### src/rtl/core/fjot_pkg.sv
package fjot_pkg;

  // Parser phases
  typedef enum logic [3:0] {
    PH_START    = 4'd0,
    PH_OPENED   = 4'd1,
    PH_KEYDUE   = 4'd2,
    PH_STR      = 4'd3,
    PH_ESC      = 4'd4,
    PH_HEX      = 4'd5,
    PH_LOBS     = 4'd6,
    PH_LOU      = 4'd7,
    PH_LOHEX    = 4'd8,
    PH_COLON    = 4'd9,
    PH_VALDUE   = 4'd10,
    PH_BARE     = 4'd11,
    PH_AFTERVAL = 4'd12,
    PH_TAIL     = 4'd13,
    PH_ERR      = 4'd14
  } phase_t;

  // Status codes reported on every result
  typedef enum logic [3:0] {
    ST_RUNNING      = 4'd0,
    ST_DONE_OK      = 4'd1,
    ST_NOT_OBJECT   = 4'd2,
    ST_KEY_EXPECTED = 4'd3,
    ST_UNCLOSED     = 4'd4,
    ST_CONTROL_CHAR = 4'd5,
    ST_CUT_ESCAPE   = 4'd6,
    ST_BAD_HEX      = 4'd7,
    ST_HALF_SURR    = 4'd8,
    ST_BAD_ESCAPE   = 4'd9,
    ST_NO_VALUE     = 4'd10,
    ST_NESTED       = 4'd11,
    ST_SEP_EXPECTED = 4'd12,
    ST_TRAILING     = 4'd13
  } status_t;

  // Token kinds
  localparam logic [1:0] KIND_KEY  = 2'd0;
  localparam logic [1:0] KIND_STR  = 2'd1;
  localparam logic [1:0] KIND_BARE = 2'd2;

  // Characters of interest
  localparam logic [7:0] CH_SPACE   = 8'h20;
  localparam logic [7:0] CH_TAB     = 8'h09;
  localparam logic [7:0] CH_CR      = 8'h0D;
  localparam logic [7:0] CH_LF      = 8'h0A;
  localparam logic [7:0] CH_BS      = 8'h08;
  localparam logic [7:0] CH_FF      = 8'h0C;
  localparam logic [7:0] CH_LBRACE  = 8'h7B;
  localparam logic [7:0] CH_RBRACE  = 8'h7D;
  localparam logic [7:0] CH_LBRACK  = 8'h5B;
  localparam logic [7:0] CH_QUOTE   = 8'h22;
  localparam logic [7:0] CH_BSLASH  = 8'h5C;
  localparam logic [7:0] CH_SLASH   = 8'h2F;
  localparam logic [7:0] CH_COLON   = 8'h3A;
  localparam logic [7:0] CH_COMMA   = 8'h2C;
  localparam logic [7:0] CH_LOW_B   = 8'h62;
  localparam logic [7:0] CH_LOW_F   = 8'h66;
  localparam logic [7:0] CH_LOW_N   = 8'h6E;
  localparam logic [7:0] CH_LOW_R   = 8'h72;
  localparam logic [7:0] CH_LOW_T   = 8'h74;
  localparam logic [7:0] CH_LOW_U   = 8'h75;
  localparam logic [7:0] CH_CTRL_LIM = 8'h20;

  // Surrogate tags in the upper six bits of a 16-bit code unit
  localparam logic [5:0] SURR_HIGH_TAG = 6'b110110;
  localparam logic [5:0] SURR_LOW_TAG  = 6'b110111;
  localparam logic [20:0] SUPP_BASE    = 21'h10000;

  typedef struct packed {
    logic [7:0] text_byte;
    logic       end_of_text;
  } in_item_t;

  typedef struct packed {
    logic [7:0] out_byte;
    logic       has_byte;
    logic [1:0] token_kind;
    logic       token_end;
    status_t    status;
    logic       last_of_run;
  } out_item_t;

endpackage

### src/rtl/core/flat_json_object_tokenizer_top.sv
// Flat JSON object tokenizer. Feed the text one byte per transfer and close it
// with an end-of-text transfer, which reports the final status and returns the
// parser to its reset state. Each input transfer yields one to four result
// transfers; the last carries last_of_run. Plain bytes, token ends and silent
// bytes give one result, so with out_stall low one byte is taken per cycle; an
// escape decoding to n UTF-8 bytes holds the result register until its n
// results leave. Parser state advances as a byte is taken; a byte's results
// sit in a single result register drained one per cycle with out_stall low;
// the next byte is taken in the same cycle as the last result before it leaves.
module flat_json_object_tokenizer_top (
  input  logic                 clk,
  input  logic                 rst_n,
  input  logic                 in_valid,
  output logic                 in_stall,
  input  fjot_pkg::in_item_t   in_data,
  output logic                 out_valid,
  input  logic                 out_stall,
  output fjot_pkg::out_item_t  out_data
);

  // Parser state
  fjot_pkg::phase_t  phase_r, phase_nxt;
  fjot_pkg::status_t sticky_r, sticky_nxt;
  logic [1:0]        kind_r, kind_nxt;
  logic [15:0]       acc_r, acc_nxt;
  logic [9:0]        hs_r, hs_nxt;
  logic [1:0]        hcnt_r, hcnt_nxt;

  // Result register
  logic              bvalid_r, bvalid_nxt;
  logic [3:0][7:0]   bytes_r, bytes_nxt;
  logic [1:0]        last_r, last_nxt;
  logic [1:0]        idx_r, idx_nxt;
  logic              has_r, has_nxt;
  logic              end_r, end_nxt;
  logic [1:0]        rkind_r, rkind_nxt;
  fjot_pkg::status_t rstat_r, rstat_nxt;

  // Step decode
  logic [7:0]        c;
  logic              blank;
  logic              hex_ok;
  logic [3:0]        hex_v;
  logic [15:0]       acc_new;
  logic              raw_en;
  logic              emit_en;
  logic              tend;
  logic [20:0]       cp;
  logic [3:0][7:0]   enc_bytes;
  logic [1:0]        enc_last;
  fjot_pkg::status_t end_stat;

  logic in_acc;
  logic out_acc;
  logic out_last;

  assign c = in_data.text_byte;
  assign blank = (c == fjot_pkg::CH_SPACE) || (c == fjot_pkg::CH_TAB) ||
                 (c == fjot_pkg::CH_CR) || (c == fjot_pkg::CH_LF);

  // Hex digit decode
  always_comb begin
    hex_ok = 1'b1;
    hex_v  = 4'd0;
    if (c >= 8'h30 && c <= 8'h39) begin
      hex_v = c[3:0];
    end else if ((c >= 8'h61 && c <= 8'h66) || (c >= 8'h41 && c <= 8'h46)) begin
      hex_v = c[3:0] + 4'd9;
    end else begin
      hex_ok = 1'b0;
    end
  end

  assign acc_new = {acc_r[11:0], hex_v};

  fjot_utf8_enc u_enc (
    .cp        (cp),
    .enc_bytes (enc_bytes),
    .enc_last  (enc_last)
  );

  // Status reported at end of text
  always_comb begin
    unique case (phase_r)
      fjot_pkg::PH_START:    end_stat = fjot_pkg::ST_NOT_OBJECT;
      fjot_pkg::PH_OPENED,
      fjot_pkg::PH_KEYDUE:   end_stat = fjot_pkg::ST_KEY_EXPECTED;
      fjot_pkg::PH_STR:      end_stat = fjot_pkg::ST_UNCLOSED;
      fjot_pkg::PH_ESC:      end_stat = fjot_pkg::ST_CUT_ESCAPE;
      fjot_pkg::PH_HEX:      end_stat = fjot_pkg::ST_BAD_HEX;
      fjot_pkg::PH_LOBS,
      fjot_pkg::PH_LOU,
      fjot_pkg::PH_LOHEX:    end_stat = fjot_pkg::ST_HALF_SURR;
      fjot_pkg::PH_COLON,
      fjot_pkg::PH_VALDUE:   end_stat = fjot_pkg::ST_NO_VALUE;
      fjot_pkg::PH_BARE,
      fjot_pkg::PH_AFTERVAL: end_stat = fjot_pkg::ST_SEP_EXPECTED;
      fjot_pkg::PH_TAIL:     end_stat = fjot_pkg::ST_DONE_OK;
      default:               end_stat = sticky_r;
    endcase
  end

  // Grammar step: next parser state and what the byte produces
  always_comb begin
    phase_nxt  = phase_r;
    sticky_nxt = sticky_r;
    kind_nxt   = kind_r;
    acc_nxt    = acc_r;
    hs_nxt     = hs_r;
    hcnt_nxt   = hcnt_r;
    raw_en     = 1'b0;
    emit_en    = 1'b0;
    tend       = 1'b0;
    cp         = '0;

    if (in_data.end_of_text) begin
      phase_nxt  = fjot_pkg::PH_START;
      sticky_nxt = fjot_pkg::ST_RUNNING;
      kind_nxt   = fjot_pkg::KIND_KEY;
      acc_nxt    = '0;
      hs_nxt     = '0;
      hcnt_nxt   = '0;
    end else begin
      unique case (phase_r)
        fjot_pkg::PH_START: begin
          if (!blank) begin
            if (c == fjot_pkg::CH_LBRACE) begin
              phase_nxt = fjot_pkg::PH_OPENED;
            end else begin
              phase_nxt  = fjot_pkg::PH_ERR;
              sticky_nxt = fjot_pkg::ST_NOT_OBJECT;
            end
          end
        end
        fjot_pkg::PH_OPENED,
        fjot_pkg::PH_KEYDUE: begin
          if (!blank) begin
            if (c == fjot_pkg::CH_RBRACE && phase_r == fjot_pkg::PH_OPENED) begin
              phase_nxt = fjot_pkg::PH_TAIL;
            end else if (c == fjot_pkg::CH_QUOTE) begin
              kind_nxt  = fjot_pkg::KIND_KEY;
              phase_nxt = fjot_pkg::PH_STR;
            end else begin
              phase_nxt  = fjot_pkg::PH_ERR;
              sticky_nxt = fjot_pkg::ST_KEY_EXPECTED;
            end
          end
        end
        fjot_pkg::PH_STR: begin
          if (c == fjot_pkg::CH_QUOTE) begin
            tend      = 1'b1;
            phase_nxt = (kind_r == fjot_pkg::KIND_KEY) ? fjot_pkg::PH_COLON
                                                        : fjot_pkg::PH_AFTERVAL;
          end else if (c < fjot_pkg::CH_CTRL_LIM) begin
            phase_nxt  = fjot_pkg::PH_ERR;
            sticky_nxt = fjot_pkg::ST_CONTROL_CHAR;
          end else if (c == fjot_pkg::CH_BSLASH) begin
            phase_nxt = fjot_pkg::PH_ESC;
          end else begin
            raw_en = 1'b1;
          end
        end
        fjot_pkg::PH_ESC: begin
          phase_nxt = fjot_pkg::PH_STR;
          emit_en   = 1'b1;
          priority case (c)
            fjot_pkg::CH_QUOTE,
            fjot_pkg::CH_BSLASH,
            fjot_pkg::CH_SLASH: cp = {13'd0, c};
            fjot_pkg::CH_LOW_B: cp = {13'd0, fjot_pkg::CH_BS};
            fjot_pkg::CH_LOW_F: cp = {13'd0, fjot_pkg::CH_FF};
            fjot_pkg::CH_LOW_N: cp = {13'd0, fjot_pkg::CH_LF};
            fjot_pkg::CH_LOW_R: cp = {13'd0, fjot_pkg::CH_CR};
            fjot_pkg::CH_LOW_T: cp = {13'd0, fjot_pkg::CH_TAB};
            fjot_pkg::CH_LOW_U: begin
              emit_en   = 1'b0;
              acc_nxt   = '0;
              hcnt_nxt  = '0;
              phase_nxt = fjot_pkg::PH_HEX;
            end
            default: begin
              emit_en    = 1'b0;
              phase_nxt  = fjot_pkg::PH_ERR;
              sticky_nxt = fjot_pkg::ST_BAD_ESCAPE;
            end
          endcase
        end
        fjot_pkg::PH_HEX,
        fjot_pkg::PH_LOHEX: begin
          if (!hex_ok) begin
            phase_nxt  = fjot_pkg::PH_ERR;
            sticky_nxt = (phase_r == fjot_pkg::PH_HEX) ? fjot_pkg::ST_BAD_HEX
                                                        : fjot_pkg::ST_HALF_SURR;
          end else begin
            acc_nxt  = acc_new;
            hcnt_nxt = hcnt_r + 2'd1;
            if (hcnt_r == 2'd3) begin
              if (phase_r == fjot_pkg::PH_HEX) begin
                if (acc_new[15:10] == fjot_pkg::SURR_HIGH_TAG) begin
                  hs_nxt    = acc_new[9:0];
                  phase_nxt = fjot_pkg::PH_LOBS;
                end else if (acc_new[15:10] == fjot_pkg::SURR_LOW_TAG) begin
                  phase_nxt  = fjot_pkg::PH_ERR;
                  sticky_nxt = fjot_pkg::ST_HALF_SURR;
                end else begin
                  phase_nxt = fjot_pkg::PH_STR;
                  emit_en   = 1'b1;
                  cp        = {5'd0, acc_new};
                end
              end else begin
                if (acc_new[15:10] != fjot_pkg::SURR_LOW_TAG) begin
                  phase_nxt  = fjot_pkg::PH_ERR;
                  sticky_nxt = fjot_pkg::ST_HALF_SURR;
                end else begin
                  phase_nxt = fjot_pkg::PH_STR;
                  emit_en   = 1'b1;
                  cp        = fjot_pkg::SUPP_BASE + {1'b0, hs_r, acc_new[9:0]};
                end
              end
            end
          end
        end
        fjot_pkg::PH_LOBS: begin
          if (c == fjot_pkg::CH_BSLASH) begin
            phase_nxt = fjot_pkg::PH_LOU;
          end else begin
            phase_nxt  = fjot_pkg::PH_ERR;
            sticky_nxt = fjot_pkg::ST_HALF_SURR;
          end
        end
        fjot_pkg::PH_LOU: begin
          if (c == fjot_pkg::CH_LOW_U) begin
            acc_nxt   = '0;
            hcnt_nxt  = '0;
            phase_nxt = fjot_pkg::PH_LOHEX;
          end else begin
            phase_nxt  = fjot_pkg::PH_ERR;
            sticky_nxt = fjot_pkg::ST_HALF_SURR;
          end
        end
        fjot_pkg::PH_COLON: begin
          if (!blank) begin
            if (c == fjot_pkg::CH_COLON) begin
              phase_nxt = fjot_pkg::PH_VALDUE;
            end else begin
              phase_nxt  = fjot_pkg::PH_ERR;
              sticky_nxt = fjot_pkg::ST_NO_VALUE;
            end
          end
        end
        fjot_pkg::PH_VALDUE: begin
          if (!blank) begin
            if (c == fjot_pkg::CH_QUOTE) begin
              kind_nxt  = fjot_pkg::KIND_STR;
              phase_nxt = fjot_pkg::PH_STR;
            end else if (c == fjot_pkg::CH_LBRACE || c == fjot_pkg::CH_LBRACK) begin
              phase_nxt  = fjot_pkg::PH_ERR;
              sticky_nxt = fjot_pkg::ST_NESTED;
            end else if (c == fjot_pkg::CH_COMMA || c == fjot_pkg::CH_RBRACE) begin
              phase_nxt  = fjot_pkg::PH_ERR;
              sticky_nxt = fjot_pkg::ST_NO_VALUE;
            end else begin
              kind_nxt  = fjot_pkg::KIND_BARE;
              phase_nxt = fjot_pkg::PH_BARE;
              raw_en    = 1'b1;
            end
          end
        end
        fjot_pkg::PH_BARE: begin
          if (c == fjot_pkg::CH_COMMA) begin
            tend      = 1'b1;
            phase_nxt = fjot_pkg::PH_KEYDUE;
          end else if (c == fjot_pkg::CH_RBRACE) begin
            tend      = 1'b1;
            phase_nxt = fjot_pkg::PH_TAIL;
          end else if (blank) begin
            tend      = 1'b1;
            phase_nxt = fjot_pkg::PH_AFTERVAL;
          end else begin
            raw_en = 1'b1;
          end
        end
        fjot_pkg::PH_AFTERVAL: begin
          if (!blank) begin
            if (c == fjot_pkg::CH_COMMA) begin
              phase_nxt = fjot_pkg::PH_KEYDUE;
            end else if (c == fjot_pkg::CH_RBRACE) begin
              phase_nxt = fjot_pkg::PH_TAIL;
            end else begin
              phase_nxt  = fjot_pkg::PH_ERR;
              sticky_nxt = fjot_pkg::ST_SEP_EXPECTED;
            end
          end
        end
        fjot_pkg::PH_TAIL: begin
          if (!blank) begin
            phase_nxt  = fjot_pkg::PH_ERR;
            sticky_nxt = fjot_pkg::ST_TRAILING;
          end
        end
        default: begin
          // error phase: bytes are dropped until end of text
        end
      endcase
    end
  end

  // Handshakes
  assign out_acc  = bvalid_r && !out_stall;
  assign out_last = (idx_r == last_r);
  assign in_stall = bvalid_r && !(out_acc && out_last);
  assign in_acc   = in_valid && !in_stall;

  // Result register load and drain
  always_comb begin
    bvalid_nxt = bvalid_r;
    bytes_nxt  = bytes_r;
    last_nxt   = last_r;
    idx_nxt    = idx_r;
    has_nxt    = has_r;
    end_nxt    = end_r;
    rkind_nxt  = rkind_r;
    rstat_nxt  = rstat_r;
    if (in_acc) begin
      bvalid_nxt = 1'b1;
      idx_nxt    = 2'd0;
      has_nxt    = raw_en || emit_en;
      end_nxt    = tend;
      rkind_nxt  = (raw_en || emit_en || tend) ? kind_nxt : fjot_pkg::KIND_KEY;
      rstat_nxt  = in_data.end_of_text ? end_stat : sticky_nxt;
      if (emit_en) begin
        bytes_nxt = enc_bytes;
        last_nxt  = enc_last;
      end else begin
        bytes_nxt = {24'd0, (raw_en ? c : 8'd0)};
        last_nxt  = 2'd0;
      end
    end else if (out_acc) begin
      if (out_last) begin
        bvalid_nxt = 1'b0;
      end else begin
        idx_nxt = idx_r + 2'd1;
      end
    end
  end

  // Registers
  always_ff @(posedge clk) begin
    if (!rst_n) begin
      phase_r  <= fjot_pkg::PH_START;
      sticky_r <= fjot_pkg::ST_RUNNING;
      kind_r   <= fjot_pkg::KIND_KEY;
      acc_r    <= '0;
      hs_r     <= '0;
      hcnt_r   <= '0;
      bvalid_r <= 1'b0;
      idx_r    <= '0;
      last_r   <= '0;
    end else begin
      if (in_acc) begin
        phase_r  <= phase_nxt;
        sticky_r <= sticky_nxt;
        kind_r   <= kind_nxt;
        acc_r    <= acc_nxt;
        hs_r     <= hs_nxt;
        hcnt_r   <= hcnt_nxt;
      end
      bvalid_r <= bvalid_nxt;
      idx_r    <= idx_nxt;
      last_r   <= last_nxt;
    end
  end

  always_ff @(posedge clk) begin
    bytes_r <= bytes_nxt;
    has_r   <= has_nxt;
    end_r   <= end_nxt;
    rkind_r <= rkind_nxt;
    rstat_r <= rstat_nxt;
  end

  // Result channel
  assign out_valid              = bvalid_r;
  assign out_data.out_byte      = bytes_r[idx_r];
  assign out_data.has_byte      = has_r;
  assign out_data.token_kind    = rkind_r;
  assign out_data.token_end     = end_r;
  assign out_data.status        = rstat_r;
  assign out_data.last_of_run   = out_last;

  // Checks
  a_no_overrun: assert property (@(posedge clk) disable iff (!rst_n)
    in_acc && bvalid_r |-> out_acc && out_last)
    else $error("new byte taken while results still pending");

  a_idx_range: assert property (@(posedge clk) disable iff (!rst_n)
    bvalid_r |-> idx_r <= last_r)
    else $error("result index past last result");

  a_byte_or_end: assert property (@(posedge clk) disable iff (!rst_n)
    bvalid_r |-> !(has_r && end_r))
    else $error("result carries both a byte and a token end");

  a_multi_is_bytes: assert property (@(posedge clk) disable iff (!rst_n)
    bvalid_r && last_r != 2'd0 |-> has_r)
    else $error("multi-result run without data bytes");

endmodule

### src/rtl/core/fjot_utf8_enc.sv
module fjot_utf8_enc (
  input  logic [20:0]      cp,
  output logic [3:0][7:0]  enc_bytes,
  output logic [1:0]       enc_last
);

  // Byte 0 is sent first; enc_last is the index of the final byte
  always_comb begin
    enc_bytes = '0;
    enc_last  = 2'd0;
    if (cp[20:7] == '0) begin
      enc_bytes[0] = cp[7:0];
      enc_last     = 2'd0;
    end else if (cp[20:11] == '0) begin
      enc_bytes[0] = {3'b110, cp[10:6]};
      enc_bytes[1] = {2'b10, cp[5:0]};
      enc_last     = 2'd1;
    end else if (cp[20:16] == '0) begin
      enc_bytes[0] = {4'b1110, cp[15:12]};
      enc_bytes[1] = {2'b10, cp[11:6]};
      enc_bytes[2] = {2'b10, cp[5:0]};
      enc_last     = 2'd2;
    end else begin
      enc_bytes[0] = {5'b11110, cp[20:18]};
      enc_bytes[1] = {2'b10, cp[17:12]};
      enc_bytes[2] = {2'b10, cp[11:6]};
      enc_bytes[3] = {2'b10, cp[5:0]};
      enc_last     = 2'd3;
    end
  end

endmodule

### config.mk
export PLATFORM = sky130hd
export DESIGN_NAME = flat_json_object_tokenizer_top
export DESIGN_NICKNAME = d
export VERILOG_FILES = /design/src/rtl/core/fjot_pkg.sv /design/src/rtl/core/flat_json_object_tokenizer_top.sv /design/src/rtl/core/fjot_utf8_enc.sv
export SDC_FILE = /design/constraint.sdc
export NUM_CORES = 1
export LEC_CHECK = 0
export ABC_CLOCK_PERIOD_IN_PS = 5100
export BUFFER_PORTS_ARGS = -buffer_cell sky130_fd_sc_hd__clkbuf_2
export CAP_MARGIN = 40
export CORE_MARGIN = 4
export CORE_UTILIZATION = 63
export DETAILED_ROUTE_END_ITERATION = 8
export GPL_TIMING_DRIVEN = 0
export PLACE_DENSITY = 0.93
export SYNTH_ARGS = -nofsm -noshare
export SYNTH_HDL_FRONTEND = slang
export SYNTH_HIERARCHICAL = 1
export SYNTH_SLANG_ARGS = --single-unit
### constraint.sdc
create_clock -name clk -period 5.1 [get_ports clk]
set_input_delay 0.765 -clock clk [delete_from_list [all_inputs] [get_ports clk]]
set_output_delay 0.765 -clock clk [all_outputs]
set_load 0.005 [all_outputs]
Word-level counts from Yosys, hierarchy flattened. Cells that the tools add are included.

Latch bits: 0. ROM bits: 0. Output and inout port bits: 19. Input bits: 13. Memories kept: 0. Bits in registers: 79. Memory bits (writable): 0. Word-level logic and storage cells: 274.

Div/mod/pow operators: 0. Multiplexer cells: 142. Eq/ne operators: 47. Multiply operators: 0. Bitwise gates (word level): 3. Reduce and logical (&&, ||, !) cells: 51. $lt $le $gt $ge: 8. Shift-type cells: 0. Add/sub/neg operators: 4.

Operators by type and width (number): 4-bit 2-to-1 mux (56); 21-bit 2-to-1 mux (5); 8-bit by 7-bit == test with 1-bit output (second input constant) (10); 10-bit 2-to-1 mux (6); 16-bit 2-to-1 mux (3); 4-bit one-hot mux with 12 select lines (1); 8-bit one-hot mux with 6 select lines (1); 4-bit one-hot mux with 11 select lines (1); 21-bit one-hot mux with 2 select lines (1); 8-bit by 6-bit == test with 1-bit output (second input constant) (5); 8-bit 2-to-1 mux (5); 12-bit 2-to-1 mux (3); 4-bit one-hot mux with 9 select lines (1); 1-bit 2-to-1 mux (30); 2-bit 2-to-1 mux (15); 4-bit == test (second input constant) (6); 8-bit by 4-bit == test with 1-bit output (second input constant) (3); 12-bit one-hot mux with 2 select lines (1); 22-bit 2-to-1 mux (1); 17-bit by 20-bit adder with 21-bit output (first input constant) (1); 3-bit inequality test (second input constant) (7); 8-bit binary-select mux with 2-bit select (1); 4-bit by 3-bit == test with 1-bit output (second input constant) (4); 8-bit by 7-bit >= comparator with 1-bit output (second input constant) (2); 42 further kinds (86).

Longest topological paths before layout. Gate-level depths: netlist (run 1).

Depth after elaboration: 17. Depth in mapped cells: 15. Gate-level depth less buffers: 13.

By module. Netlist (run 1), hierarchy kept.

By module, submodules not included: flat_json_object_tokenizer_top (seq. area each 1981.9 um^2, area an instance 5519.0 um^2, times used 1, cells an instance 625); fjot_utf8_enc (seq. area each 0.0 um^2, area an instance 560.5 um^2, times used 1, cells an instance 88).

Worst setup path after synthesis (run 1). No wires, ideal clock.

Path type: input-to-reg. Start: input in_data[8] in the netlist's numbering. End: register bytes_r[0] in the netlist's numbering (data pin). Buffers on the path: 2. Arrival: 3648 ps. Data required time: 4844 ps. Setup time: 256 ps. Stages: 11. Path slack: 1196 ps. Path through: buf_4 or3b_4 nor4_4 o21ai_2 or3_4 nor3_1 or4_1 buf_2 mux2_4 a221o_1 a22o_1.

RTL lines: from (decl) (RTL line flat_json_object_tokenizer_top.sv:15) `input fjot_pkg::in_item_t in_data,`; to (signal assigned) (RTL line flat_json_object_tokenizer_top.sv:375) `bytes_r <= bytes_nxt;`; to (decl) (RTL line flat_json_object_tokenizer_top.sv:31) `logic [3:0][7:0] bytes_r, bytes_nxt;`.

==> summary.md, run 1 <==
| Metric | Value |
|---|---|
| IO Count | 32 |
| Tot GR Track Use | between 30 and 40% |
| Post-synthesis sequential area ratio | approximately a third |
| Largest net degree at the start of global routing | 48 |
| Final Non-Filler Cells | between 800 and 900 |
| Cell Area, Synth | roughly 0.0061 sq mm |
| # clock sinks | 79 |
| Adder-Cell Fraction of Synth Area | about 1.2% |
| Largest family of logic cells by synthesized area | simple AND/OR/NAND/NOR gates |
| Gr ovfl total | 0 |
| Worst-path clk slew | 0.10 ns |
| Worst hold endpoint | last_r[1] |
| Footprint of the multi-input gates | between 0.003 and 0.004 sq mm |
| Worst EP required | roughly 5.2 ns |
| Cts hold-fix bufs | 0 |
| CTS tree | done |
| H-tree depth | 3 |
| Critical Path Fanout Max | 10 |
| Post-Syn Instances | 713 |
| Worst Skew | between 0.01 and 0.015 ns |
| DRC | 0 |
| Seq cells post-synth | just under 80 |
| Via density | 7.17 |
| DR iter-0 viols | 1097 |
| Startpoint Class | input port |
| Post-synthesis compound-gate area fraction | roughly a quarter |
| Worst Hold Class | register to register |
| Critical path class | input port to register |
| Die Ht | around 110 microns |
| Pwr Total | 1420 uW |
| Prevailing post-synth register cell | edfxtp_1 |
| Total Wirelength | roughly 21000 microns |
| Power density over the cells | roughly 210 mW/mm^2 |
| Hold Crit Start | last_r[1] |
| Vias in the first global route | between 5000 and 6000 |
| FF-to-FF End | bytes_r[6] |
| Worst hold slack | about 0.47 ns |
| Layout area overhead | 8.60% |
| Initial Util | ~65% |
| Detailed placement HPWL | ~15000 microns |
| Fin nets | approximately 770 |
| Core Box Area | 0.00933 sq mm |
| Worst r2r path cells | 10 |
| Final TNS setup | 0 ns |
| Async SR Flop Fraction | 0% |
| EDFF count, synth | 40 |
| Final Max Tran Viols | 0 |
| Register cell area after layout | between 0.0015 and 0.002 sq mm |
| Die area | 0.0113 sq mm |
| Filler cells | around 730 |
| Detail Route Antenna Nets | 0 |
| Number of setup buffers added after CTS | 0 |
| Fin. Hold Viols | 0 |
| Initial antenna violation count | 0 |
| Synth Warn # | 6 |
| Cts bufs inserted | 9 |
| Die Wd | around 110 microns |
| Detailed Routing Iterations Pass 1 | 7 |
| CTS Root Cell | clkbuf_8 |
| Final Cycle Share | between 80% and 90% |
| Via count | approximately 6400 |
| RePlAce Congestion | about 1.1 |
| Hold path depth | 2 |
| Synth cell types | 100 |
| Worst slew pin tran | 0.910 ns |
| Reg2reg setup slack | 0.98 ns |
| Leakage | around 0.0023 uW |
| R2r startpoint | phase_r[0] |
| Crit end category | register |
| Routed len/inst | 23.1 microns |
| Crit path cell chain | clkbuf_2 > buf_4 > nor4bb_1 > a21boi_2 > o21ai_2 > or3_4 > nor3_1 > or4_1 > buf_2 > mux2_4 > a221o_1 > a22o_1 |
| Syn Area/Cell | 8.53 sq um |
| Max clock buf depth | 2 |
| Setup slack after layout | 0.551 ns |
| Global-route wire length before repair | 32100 microns |
| Max-cap violations | 0 |
| Proportion of layout cells with a drive suffix above 1 | between 10% and 20% |
| Setup WS pre-CTS | 0.343 ns |
| Fmax | around 220 MHz |
| Port buffer count | 28 |
| Resized cells post-CTS | 0 |
| Worst slew slack as a fraction of its limit | between 30% and 40% |
| Mux contribution to synthesized area | 3.87% |
| Status | finished, final reports clean |
| Peak supply drop | ~0.25 mV |
| Unrepaired setup endpoints after global routing | no |
| Worst-Skew Late Latency | around 0.37 ns |
| Placed insts | between 800 and 900 |
| Largest stage delay, worst path | 0.62 ns |
| Simple-Gate Fraction of Synth Area | between 20% and 30% |
| Final setup viols | 0 |
| Worst path arrival time | approximately 4.7 ns |
| Number of diodes | 0 |
| XOR/XNOR Fraction of Synth Area | under 10% |
| Critical path's slowest cell | nor4bb_1 |
| FP Rows | 35 |
| Tmin final | 4.55 ns |
cell usage in the layout, fill, tap and decap left out, types with 10 or more instances in the layout:
master,synthesis,routed
o21ai_0,28,28
edfxtp_1,40,40
and2_1,36,36
a22oi_1,13,13
clkbuf_1,30,30
o211ai_1,10,10
dfxtp_1,39,39
clkbuf_2,0,28
nor3_1,20,20
nor2b_1,23,23
a22o_1,14,14
nand3_1,26,26
nand2_1,56,56
nor2_1,60,60
inv_1,16,16
a21oi_1,48,48
and3_1,10,10
flip-flops by register name, indices dropped and copies added (netlist names):
signal,count
acc_r,12
bytes_r,32
end_r,1
has_r,1
hcnt_r,2
hs_r,10
idx_r,2
kind_r,2
last_r,2
out_valid,1
phase_r,4
rkind_r,2
rstat_r,4
sticky_r,4
cell type report:
type                    count  share of cell area, %
clock buffers               9                   1.88
well taps                 129                   2.44
repair buffers             29                   2.20
clock inverters             7                   1.27
inverters                  19                   1.10
multi-input cells         560                   56.7
plain buffers              57                   4.36
flip-flops and latches     79                   30.0
Yosys cell counts, drive strengths merged, types with 6 or more instances:
| cell type | count | area [sq um] |
|---|---|---|
| nor2 | 61 | 231 |
| nand2 | 56 | 210 |
| a21oi | 49 | 257 |
| edfxtp | 40 | 1200 |
| dfxtp | 39 | 781 |
| and2 | 36 | 225 |
| o21ai | 32 | 164 |
| clkbuf | 30 | 113 |
| buf | 27 | 175 |
| nand3 | 26 | 130 |
| nor2b | 24 | 153 |
| nor3 | 23 | 136 |
| inv | 17 | 63.8 |
| a22o | 15 | 133 |
| a22oi | 13 | 97.6 |
| and3 | 10 | 62.6 |
| nor3b | 10 | 85.1 |
| o211ai | 10 | 75.1 |
| or2 | 10 | 62.6 |
| or3 | 10 | 72.6 |
| a211oi | 9 | 72.6 |
| a31oi | 9 | 56.3 |
| nand2b | 9 | 58.8 |
| mux4 | 8 | 180 |
| nor4 | 8 | 65.1 |
| a21boi | 7 | 56.3 |
| a21o | 6 | 45.0 |
| a32o | 6 | 60.1 |
| a32oi | 6 | 52.6 |
| ha | 6 | 75.1 |
| nor4b | 6 | 73.8 |
critical path: cells and delay by family:
family / cells / cell delay [ns]
multiplexers: 1 / 0.32
buffers and inverters: 3 / 0.47
AO/OA/AOI/OAI: 4 / 1.30
AND/OR/NAND/NOR: 4 / 1.82
metal layers:
metal  global-route usage (%)  vias to the layer above  part of all wire, %
li1                         -                     2773                    -
met1                     49.4                     2911                   38
met2                     54.3                      569                   42
met3                     10.6                      124                   15
met4                     13.2                        0                  4.4
met5                        0                        -                    0
power by group:
group / total (uW) / internal (uW) / switching [uW]
logic: 216 / 67.9 / 148
clock network: 507 / 236 / 271
registers: 697 / 687 / 9.66
total: 1420 / 991 / 429
worst max path at each step:
stage                    start          to
finish              in_data[7]  bytes_r[0]
global route        in_data[7]  bytes_r[0]
global placement    in_data[7]  bytes_r[0]
detailed placement  in_data[7]  bytes_r[0]
floorplan           in_data[8]  bytes_r[0]
CTS                 in_data[7]  bytes_r[0]
per-stage QoR:
| stage | util [%] | area (sq um) |
|---|---|---|
| floorplan | - | 6090 |
| global placement | 68.5 | 6390 |
| detailed placement | 68.6 | 6390 |
| CTS | 70.8 | 6600 |
| global route | 70.8 | 6600 |
| finish | 70.8 | 6600 |
cells by family after synthesis:
logic type / count (synthesis)
AND/OR/NAND/NOR: 316
flip-flops: 79
multiplexers: 13
XOR/XNOR: 7
adder cells (fa/ha/maj): 6
AO/OA/AOI/OAI: 215
buffers and inverters: 76
other: 1
(Power assumes the default switching activity.)
==> run 2: changes to the inputs <==
--- a/config.mk
+++ b/config.mk
@@ -8,11 +8,12 @@
 export ABC_CLOCK_PERIOD_IN_PS = 5100
 export BUFFER_PORTS_ARGS = -buffer_cell sky130_fd_sc_hd__clkbuf_2
 export CAP_MARGIN = 40
+export CORE_ASPECT_RATIO = 1.75
 export CORE_MARGIN = 4
-export CORE_UTILIZATION = 63
+export CORE_UTILIZATION = 33
 export DETAILED_ROUTE_END_ITERATION = 8
 export GPL_TIMING_DRIVEN = 0
-export PLACE_DENSITY = 0.93
+export PLACE_DENSITY = 0.59
 export SYNTH_ARGS = -nofsm -noshare
 export SYNTH_HDL_FRONTEND = slang
 export SYNTH_HIERARCHICAL = 1
==> run 2 against run 1 <==
Against the previous run: combinational power hardly changed; routed wire length is 11% higher; clock skew is 0.0039 ns higher; final cell count is 12% higher; cell area is 4.0% higher; utilization is 33 points lower; worst setup slack better by 0.095 ns; total power is 14% higher; die area is 84% higher; sequential share of layout area is 1.2 points lower; largest cell class unchanged; largest power group is now clock; highest routed layer unchanged.
==> summary.md, run 2 (same netlist as run 1, synthesis figures left out) <==
| Metric | Value |
|---|---|
| Largest registers | bytes_r: 32 flops, acc_r: 12 flops, hs_r: 10 flops |
| Max clock buf depth | 2 (unchanged) |
| Port buffer count | 28 (unchanged) |
| Number of setup buffers added after CTS | 0 (unchanged) |
| Fin nets | 775 (+0.13%) |
| DRC | 0 (unchanged) |
| Reg2reg setup slack | 1.12 ns (+0.14 ns) |
| Vias in the first global route | 6073 (+2.7%) |
| Via density | 6.10 (-15%) |
| Largest net degree at the start of global routing | 42 (-13%) |
| Routed len/inst | 22.9 microns (-0.84%) |
| Worst EP required | 5.20 ns (-0.03 ns) |
| Worst r2r path cells | 10 (unchanged) |
| Detailed Routing Iterations Pass 1 | 5 (-2) |
| Highest-count cells in the layout ignoring fill and taps | nor2_1, nand2_1, a21oi_1, edfxtp_1, dfxtp_1 |
| # clock sinks | 79 (unchanged) |
| Resized cells post-CTS | 0 (unchanged) |
| Critical Path Fanout Max | 10 (unchanged) |
| Via count | 6065 (-4.9%) |
| Number of diodes | 0 (unchanged) |
| Fmax | 224 MHz (+2.1%) |
| P_int | 1190 uW (+20%) |
| Worst-Skew Late Latency | 0.36 ns (about the same) |
| Die Ht | 188 microns (+77%) |
| RePlAce Congestion | 1.00 (-6.8%) |
| CTS tree | done |
| Hold path depth | 2 (unchanged) |
| Final Cycle Share | 87.3% (-1.9 points) |
| Startpoint Class | input port |
| Final Max Tran Viols | 0 (unchanged) |
| Gr ovfl total | 0 (unchanged) |
| Setup WS pre-CTS | 0.289 ns (-0.0545 ns) |
| Worst Hold Class | register to register |
| Worst path arrival time | 4.56 ns (-0.12 ns) |
| FP Rows | 65 (+86%) |
| H-tree depth | 3 (unchanged) |
| Combinational power share | 13.3% (-1.9 points) |
| Clock network power share | 43.8% (+8.1 points) |
| Power density over the cells | 236 mW/mm^2 (+9.9%) |
| Unrepaired setup endpoints after global routing | no |
| Most common cell after layout, fill and taps aside | nor2_1 |
| Cts bufs inserted | 9 (unchanged) |
| Sequential Power Share | 42.9% (-6.2 points) |
| IO Count | 32 (unchanged) |
| Worst slew slack as a fraction of its limit | 26.0% (-13 points) |
| Worst slew pin tran | 1.10 ns (+0.190 ns) |
| Layout area overhead | 13.0% |
| Die Wd | 111 microns (+4.1%) |
| Leakage | 0.00236 uW (+2.7%) |
| Status | finished, final reports clean |
| Worst-path clk slew | 0.06 ns (-0.04 ns) |
| CTS Root Cell | clkbuf_16 |
| Proportion of layout cells with a drive suffix above 1 | 14.7% (+0.11 points) |
| Final setup viols | 0 (unchanged) |
| Initial antenna violation count | 0 (unchanged) |
| Critical path class | input port to register |
| Crit end category | register |
| Setup slack after layout | 0.645 ns (+0.0946 ns) |
| Worst Skew | 0.0173 ns (+0.00390 ns) |
| DR iter-0 viols | 397 (-64%) |
| Fin. Hold Viols | 0 (unchanged) |
| Switching pwr | 436 uW (+1.6%) |
| Switching fraction of total power | 26.9% (-3.4 points) |
| Max reg flops | 32 (unchanged) |
| Total Wirelength | 22800 microns (+11%) |
| Die area | 0.0207 sq mm (+84%) |
| Tmin final | 4.45 ns (-0.0946 ns) |
| Detail Route Antenna Nets | 0 (unchanged) |
| Global-route wire length before repair | 34700 microns (+8.2%) |
| Core Box Area | 0.0181 sq mm (+94%) |
| Biggest register | bytes_r |
| Filler cells | 1928 (+160%) |
| Cts hold-fix bufs | 0 (unchanged) |
| Detailed placement HPWL | 17800 microns (+18%) |
| Final TNS setup | 0 ns (unchanged) |
| Initial Util | 33.7% (-32 points) |
| Tot GR Track Use | 21.6% (-15 points) |
| Peak supply drop | 0.132 mV (-48%) |
| Max-cap violations | 0 (unchanged) |
## run 2: cell type report
cell class | count | area, sq um | share of cell area [%]
tap | 234 | 293 | 4.26
clock inverter | 7 | 96.3 | 1.40
inverter | 19 | 72.6 | 1.06
multi-input combinational | 560 | 3750 | 54.5
sequential | 79 | 1980 | 28.9
clock buffer | 9 | 225 | 3.28
timing repair buffer | 30 | 165 | 2.40
buffer | 57 | 288 | 4.19
## run 2: final timing paths
check / end / from
hold reg to reg: last_r[1] / last_r[1]
hold / removal: last_r[1] / last_r[1]
setup reg to reg: bytes_r[6] / phase_r[0]
setup / recovery: bytes_r[0] / in_data[7]
## run 2: metrics by stage
| step | cells | power [uW] | hold slack, ns | util (%) | instance area, sq um |
|---|---|---|---|---|---|
| floorplan | 715 | 841 | 0.442 | - | 6090 |
| global placement | 977 | 922 | 0.456 | 36.1 | 6520 |
| detailed placement | 979 | 922 | 0.466 | 36.3 | 6550 |
| CTS | 995 | 1630 | 0.476 | 38.0 | 6870 |
| global route | 995 | 1680 | 0.499 | 38.0 | 6870 |
| finish | 995 | 1620 | 0.470 | 38.0 | 6870 |
## run 2: worst max-delay path: stages
cell and delay, ns:
clkbuf_2 0.12, buf_4 0.18, nor4bb_1 0.55, a21boi_2 0.56, o21ai_2 0.16, or3_4 0.38
nor3_1 0.61, or4_1 0.22, buf_2 0.18, mux2_4 0.31, a221o_1 0.31, a22o_1 0.20
## run 2: power groups by stage
stage | combinational [uW] | clock, uW | sequential, uW
2_1_floorplan | 133 | 0 | 708
3_3_place_gp | 211 | 0 | 711
3_5_place_dp | 212 | 0 | 711
4_1_cts | 213 | 723 | 697
5_1_grt | 231 | 748 | 698
6_report | 216 | 711 | 696
## run 2: layer usage
layer / track usage (%) / share of wire [%]
met1: 20.9 / 35
met2: 39.9 / 52
met3: 3.52 / 4.4
met4: 16.7 / 8.9
met5: 0 / 0
==> run 3: changes to the inputs <==
--- a/config.mk
+++ b/config.mk
@@ -16,5 +16,4 @@
 export PLACE_DENSITY = 0.59
 export SYNTH_ARGS = -nofsm -noshare
 export SYNTH_HDL_FRONTEND = slang
-export SYNTH_HIERARCHICAL = 1
 export SYNTH_SLANG_ARGS = --single-unit
==> run 3 against run 2 <==
Against the previous run: sequential cell count down 3; combinational power up 8%; clock skew shrank 0.0079 ns; routed wire length up 2.1%; critical endpoint is now bytes_r[6].
==> summary.md, run 3 <==
| Metric | Value |
|---|---|
| Worst slew pin tran | 0.915 ns (-0.186 ns) |
| DR iter-0 viols | 463 (+17%) |
| Initial Util | 33.5% (-0.16 points) |
| FP Rows | 64 (-1.5%) |
| Unrepaired setup endpoints after global routing | no |
| Fin. Hold Viols | 0 (unchanged) |
| Post-Syn Nets | 712 |
| Top cells by area, synth | edfxtp_1, dfxtp_1, nand2_1, a21oi_1, o21ai_0 |
| Routed len/inst | 23.8 microns (+4.1%) |
| Proportion of layout cells with a drive suffix above 1 | 13.7% (-1.0 points) |
| Adder-Cell Fraction of Synth Area | 1.28% (+0.048 points) |
| Global-route wire length before repair | 35000 microns (+0.83%) |
| Highest-count cells in the layout ignoring fill and taps | nand2_1, nor2_1, a21oi_1, dfxtp_1, edfxtp_1 |
| Fin nets | 758 (-2.2%) |
| Yosys top cell by area | edfxtp_1 |
| Worst Hold Class | register to register |
| Critical path class | input port to register |
| Post-Syn Instances | 693 (-2.8%) |
| Max-cap violations | 0 (unchanged) |
| Cts hold-fix bufs | 0 (unchanged) |
| Share of the synthesized area in the top cell type | 19.0% (-0.77 points) |
| Final Max Tran Viols | 0 (unchanged) |
| Status | finished, final reports clean |
| Synth Warn # | 0 (-6) |
| Detail Route Antenna Nets | 0 (unchanged) |
| Startpoint Class | input port |
| Vias in the first global route | 6047 (-0.43%) |
| RePlAce Congestion | 1.04 (+4.3%) |
| Die area | 0.0200 sq mm (-3.6%) |
| CTS tree | done |
| Simple-Gate Fraction of Synth Area | 27.6% (-2.3 points) |
| Peak supply drop | 0.128 mV (-3.0%) |
| Via count | 6056 (-0.15%) |
| Cell Area, Synth | 0.00585 sq mm (-3.8%) |
| Crit end category | register |
| Max clock buf depth | 2 (unchanged) |
| Filler cells | 1883 (-2.3%) |
| Tot GR Track Use | 23.5% (+1.9 points) |
| Detailed Routing Iterations Pass 1 | 4 (-1) |
| Setup WS pre-CTS | 1.03 ns (+0.738 ns) |
| Worst EP required | 5.17 ns (-0.03 ns) |
| EDFF count, synth | 37 (-7.5%) |
| Final setup viols | 0 (unchanged) |
| Cts bufs inserted | 9 (unchanged) |
| Most common cell after layout, fill and taps aside | nand2_1 |
| DRC | 0 (unchanged) |
| Core Box Area | 0.0175 sq mm (-3.3%) |
| Die Ht | 184 microns (-1.8%) |
| Largest registers | bytes_r: 29 flops, acc_r: 12 flops, hs_r: 10 flops |
| CTS Root Cell | clkbuf_16 |
| Synth cell types | 96 (-4.0%) |
| Via density | 6.20 (+1.8%) |
| Fmax | 263 MHz (+17%) |
| Initial antenna violation count | 0 (unchanged) |
| Detailed placement HPWL | 18200 microns (+2.4%) |
| Async SR Flop Fraction | 0% (unchanged) |
| Max reg flops | 29 (-9.4%) |
| Final instance area | 0.00664 sq mm (-3.3%) |
| Leakage | 0.00234 uW (-0.90%) |
| Post-synthesis compound-gate area fraction | 27.3% (+1.8 points) |
| Resized cells post-CTS | 0 (unchanged) |
| # clock sinks | 76 (-3.8%) |
| Worst path arrival time | 3.86 ns (-0.70 ns) |
| Die Wd | 109 microns (-1.8%) |
| Largest net degree at the start of global routing | 34 (-19%) |
| Most frequent cell after synthesis | nand2_1 |
| Port buffer count | 31 (+11%) |
| H-tree depth | 3 (unchanged) |
| Tmin final | 3.80 ns (-0.658 ns) |
| Layout area overhead | 13.6% |
| IO Count | 32 (unchanged) |
| Worst-Skew Late Latency | 0.34 ns (-0.02 ns) |
| Syn Area/Cell | 8.44 sq um (-0.99%) |
| Prevailing post-synth register cell | dfxtp_1 |
| Critical Path Fanout Max | 10 (unchanged) |
| Biggest register | bytes_r |
| Worst Skew | 0.00939 ns (-0.00787 ns) |
| Gr ovfl total | 0 (unchanged) |
| DP Area | 0.00633 sq mm (-3.2%) |
| Largest family of logic cells by synthesized area | simple AND/OR/NAND/NOR gates |
| Worst slew slack as a fraction of its limit | 38.8% (+13 points) |
| Final TNS setup | 0 ns (unchanged) |
| XOR/XNOR Fraction of Synth Area | 0.749% (-0.26 points) |
| Power density over the cells | 233 mW/mm^2 (-1.2%) |
| Total Wirelength | 23300 microns (+2.1%) |
| Number of setup buffers added after CTS | 0 (unchanged) |
| Final Cycle Share | 74.4% (-13 points) |
| Seq cells post-synth | 76 (-3.8%) |
| Worst-path clk slew | 0.06 ns (about the same) |
| Commonest cells post-synth | nand2_1, nor2_1, a21oi_1, dfxtp_1, edfxtp_1 |
| Mux contribution to synthesized area | 4.94% (+1.1 points) |
| Setup slack after layout | 1.30 ns (+0.658 ns) |
| Post-synthesis sequential area ratio | 32.3% (-0.26 points) |
==> run 3: path summary, 6_finish.rpt <==
kind / cells past startpoint / start / endpoint / slack, ns
worst max-delay path: 13 / in_data[2] / bytes_r[6] / 1.30
worst min-delay path: 2 / last_r[0] / last_r[0] / 0.48
worst max register to register: 9 / phase_r[1] / rstat_r[3] / 1.72
worst min register to register: 2 / last_r[0] / last_r[0] / 0.48
==> run 3: metal layers <==
| layer | share of wire (%) | GRT usage, % |
|---|---|---|
| met3 | 4.3 | 2.42 |
| met4 | 10 | 19.9 |
| met2 | 52 | 42.6 |
| met5 | 0 | 0 |
| met1 | 34 | 23.3 |
==> run 3: area by class of cell <==
type / instances / area [sq um] / area share [%]
antenna: 1 / 2.50 / 0.0377
tap: 231 / 289 / 4.35
inverter: 24 / 90.1 / 1.36
clock buffer: 12 / 278 / 4.18
timing repair buffer: 35 / 195 / 2.94
sequential: 76 / 1890 / 28.5
buffer: 52 / 250 / 3.77
clock inverter: 4 / 28.8 / 0.433
multi-input combinational: 541 / 3620 / 54.5
==> run 3: power by group <==
part | switching [uW] | leakage (uW) | total (uW) | internal [uW]
Combinational | 157 | 0.00151 | 234 | 76.8
Sequential | 9.93 | 0.000689 | 671 | 661
Clock | 259 | 0.000148 | 646 | 387
Total | 426 | 0.00234 | 1550 | 1120
==> run 3: stage by stage <==
step | power (uW) | hold slack, ns | instances | utilization (%)
floorplan | 825 | 0.453 | 693 | -
global route | 1600 | 0.505 | 975 | 38.0
finish | 1550 | 0.477 | 976 | 38.1
global placement | 910 | 0.470 | 955 | 36.1
CTS | 1550 | 0.482 | 975 | 38.0
detailed placement | 913 | 0.474 | 959 | 36.3
==> run 3: logic make-up after synthesis <==
logic type	count (synthesis)
adder cells (fa/ha/maj)	6
multiplexers	20
flip-flops	76
AO/OA/AOI/OAI	225
XOR/XNOR	5
AND/OR/NAND/NOR	285
buffers and inverters	76
==> run 3: critical path: stages <==
cell,delay (ns)
clkbuf_2,0.16
inv_1,0.16
ha_1,0.17
buf_2,0.20
or3b_1,0.39
nand3_1,0.33
nand2_1,0.26
nand3_2,0.25
inv_2,0.12
nor2_2,0.42
inv_2,0.18
nor2_1,0.29
nand3_1,0.15
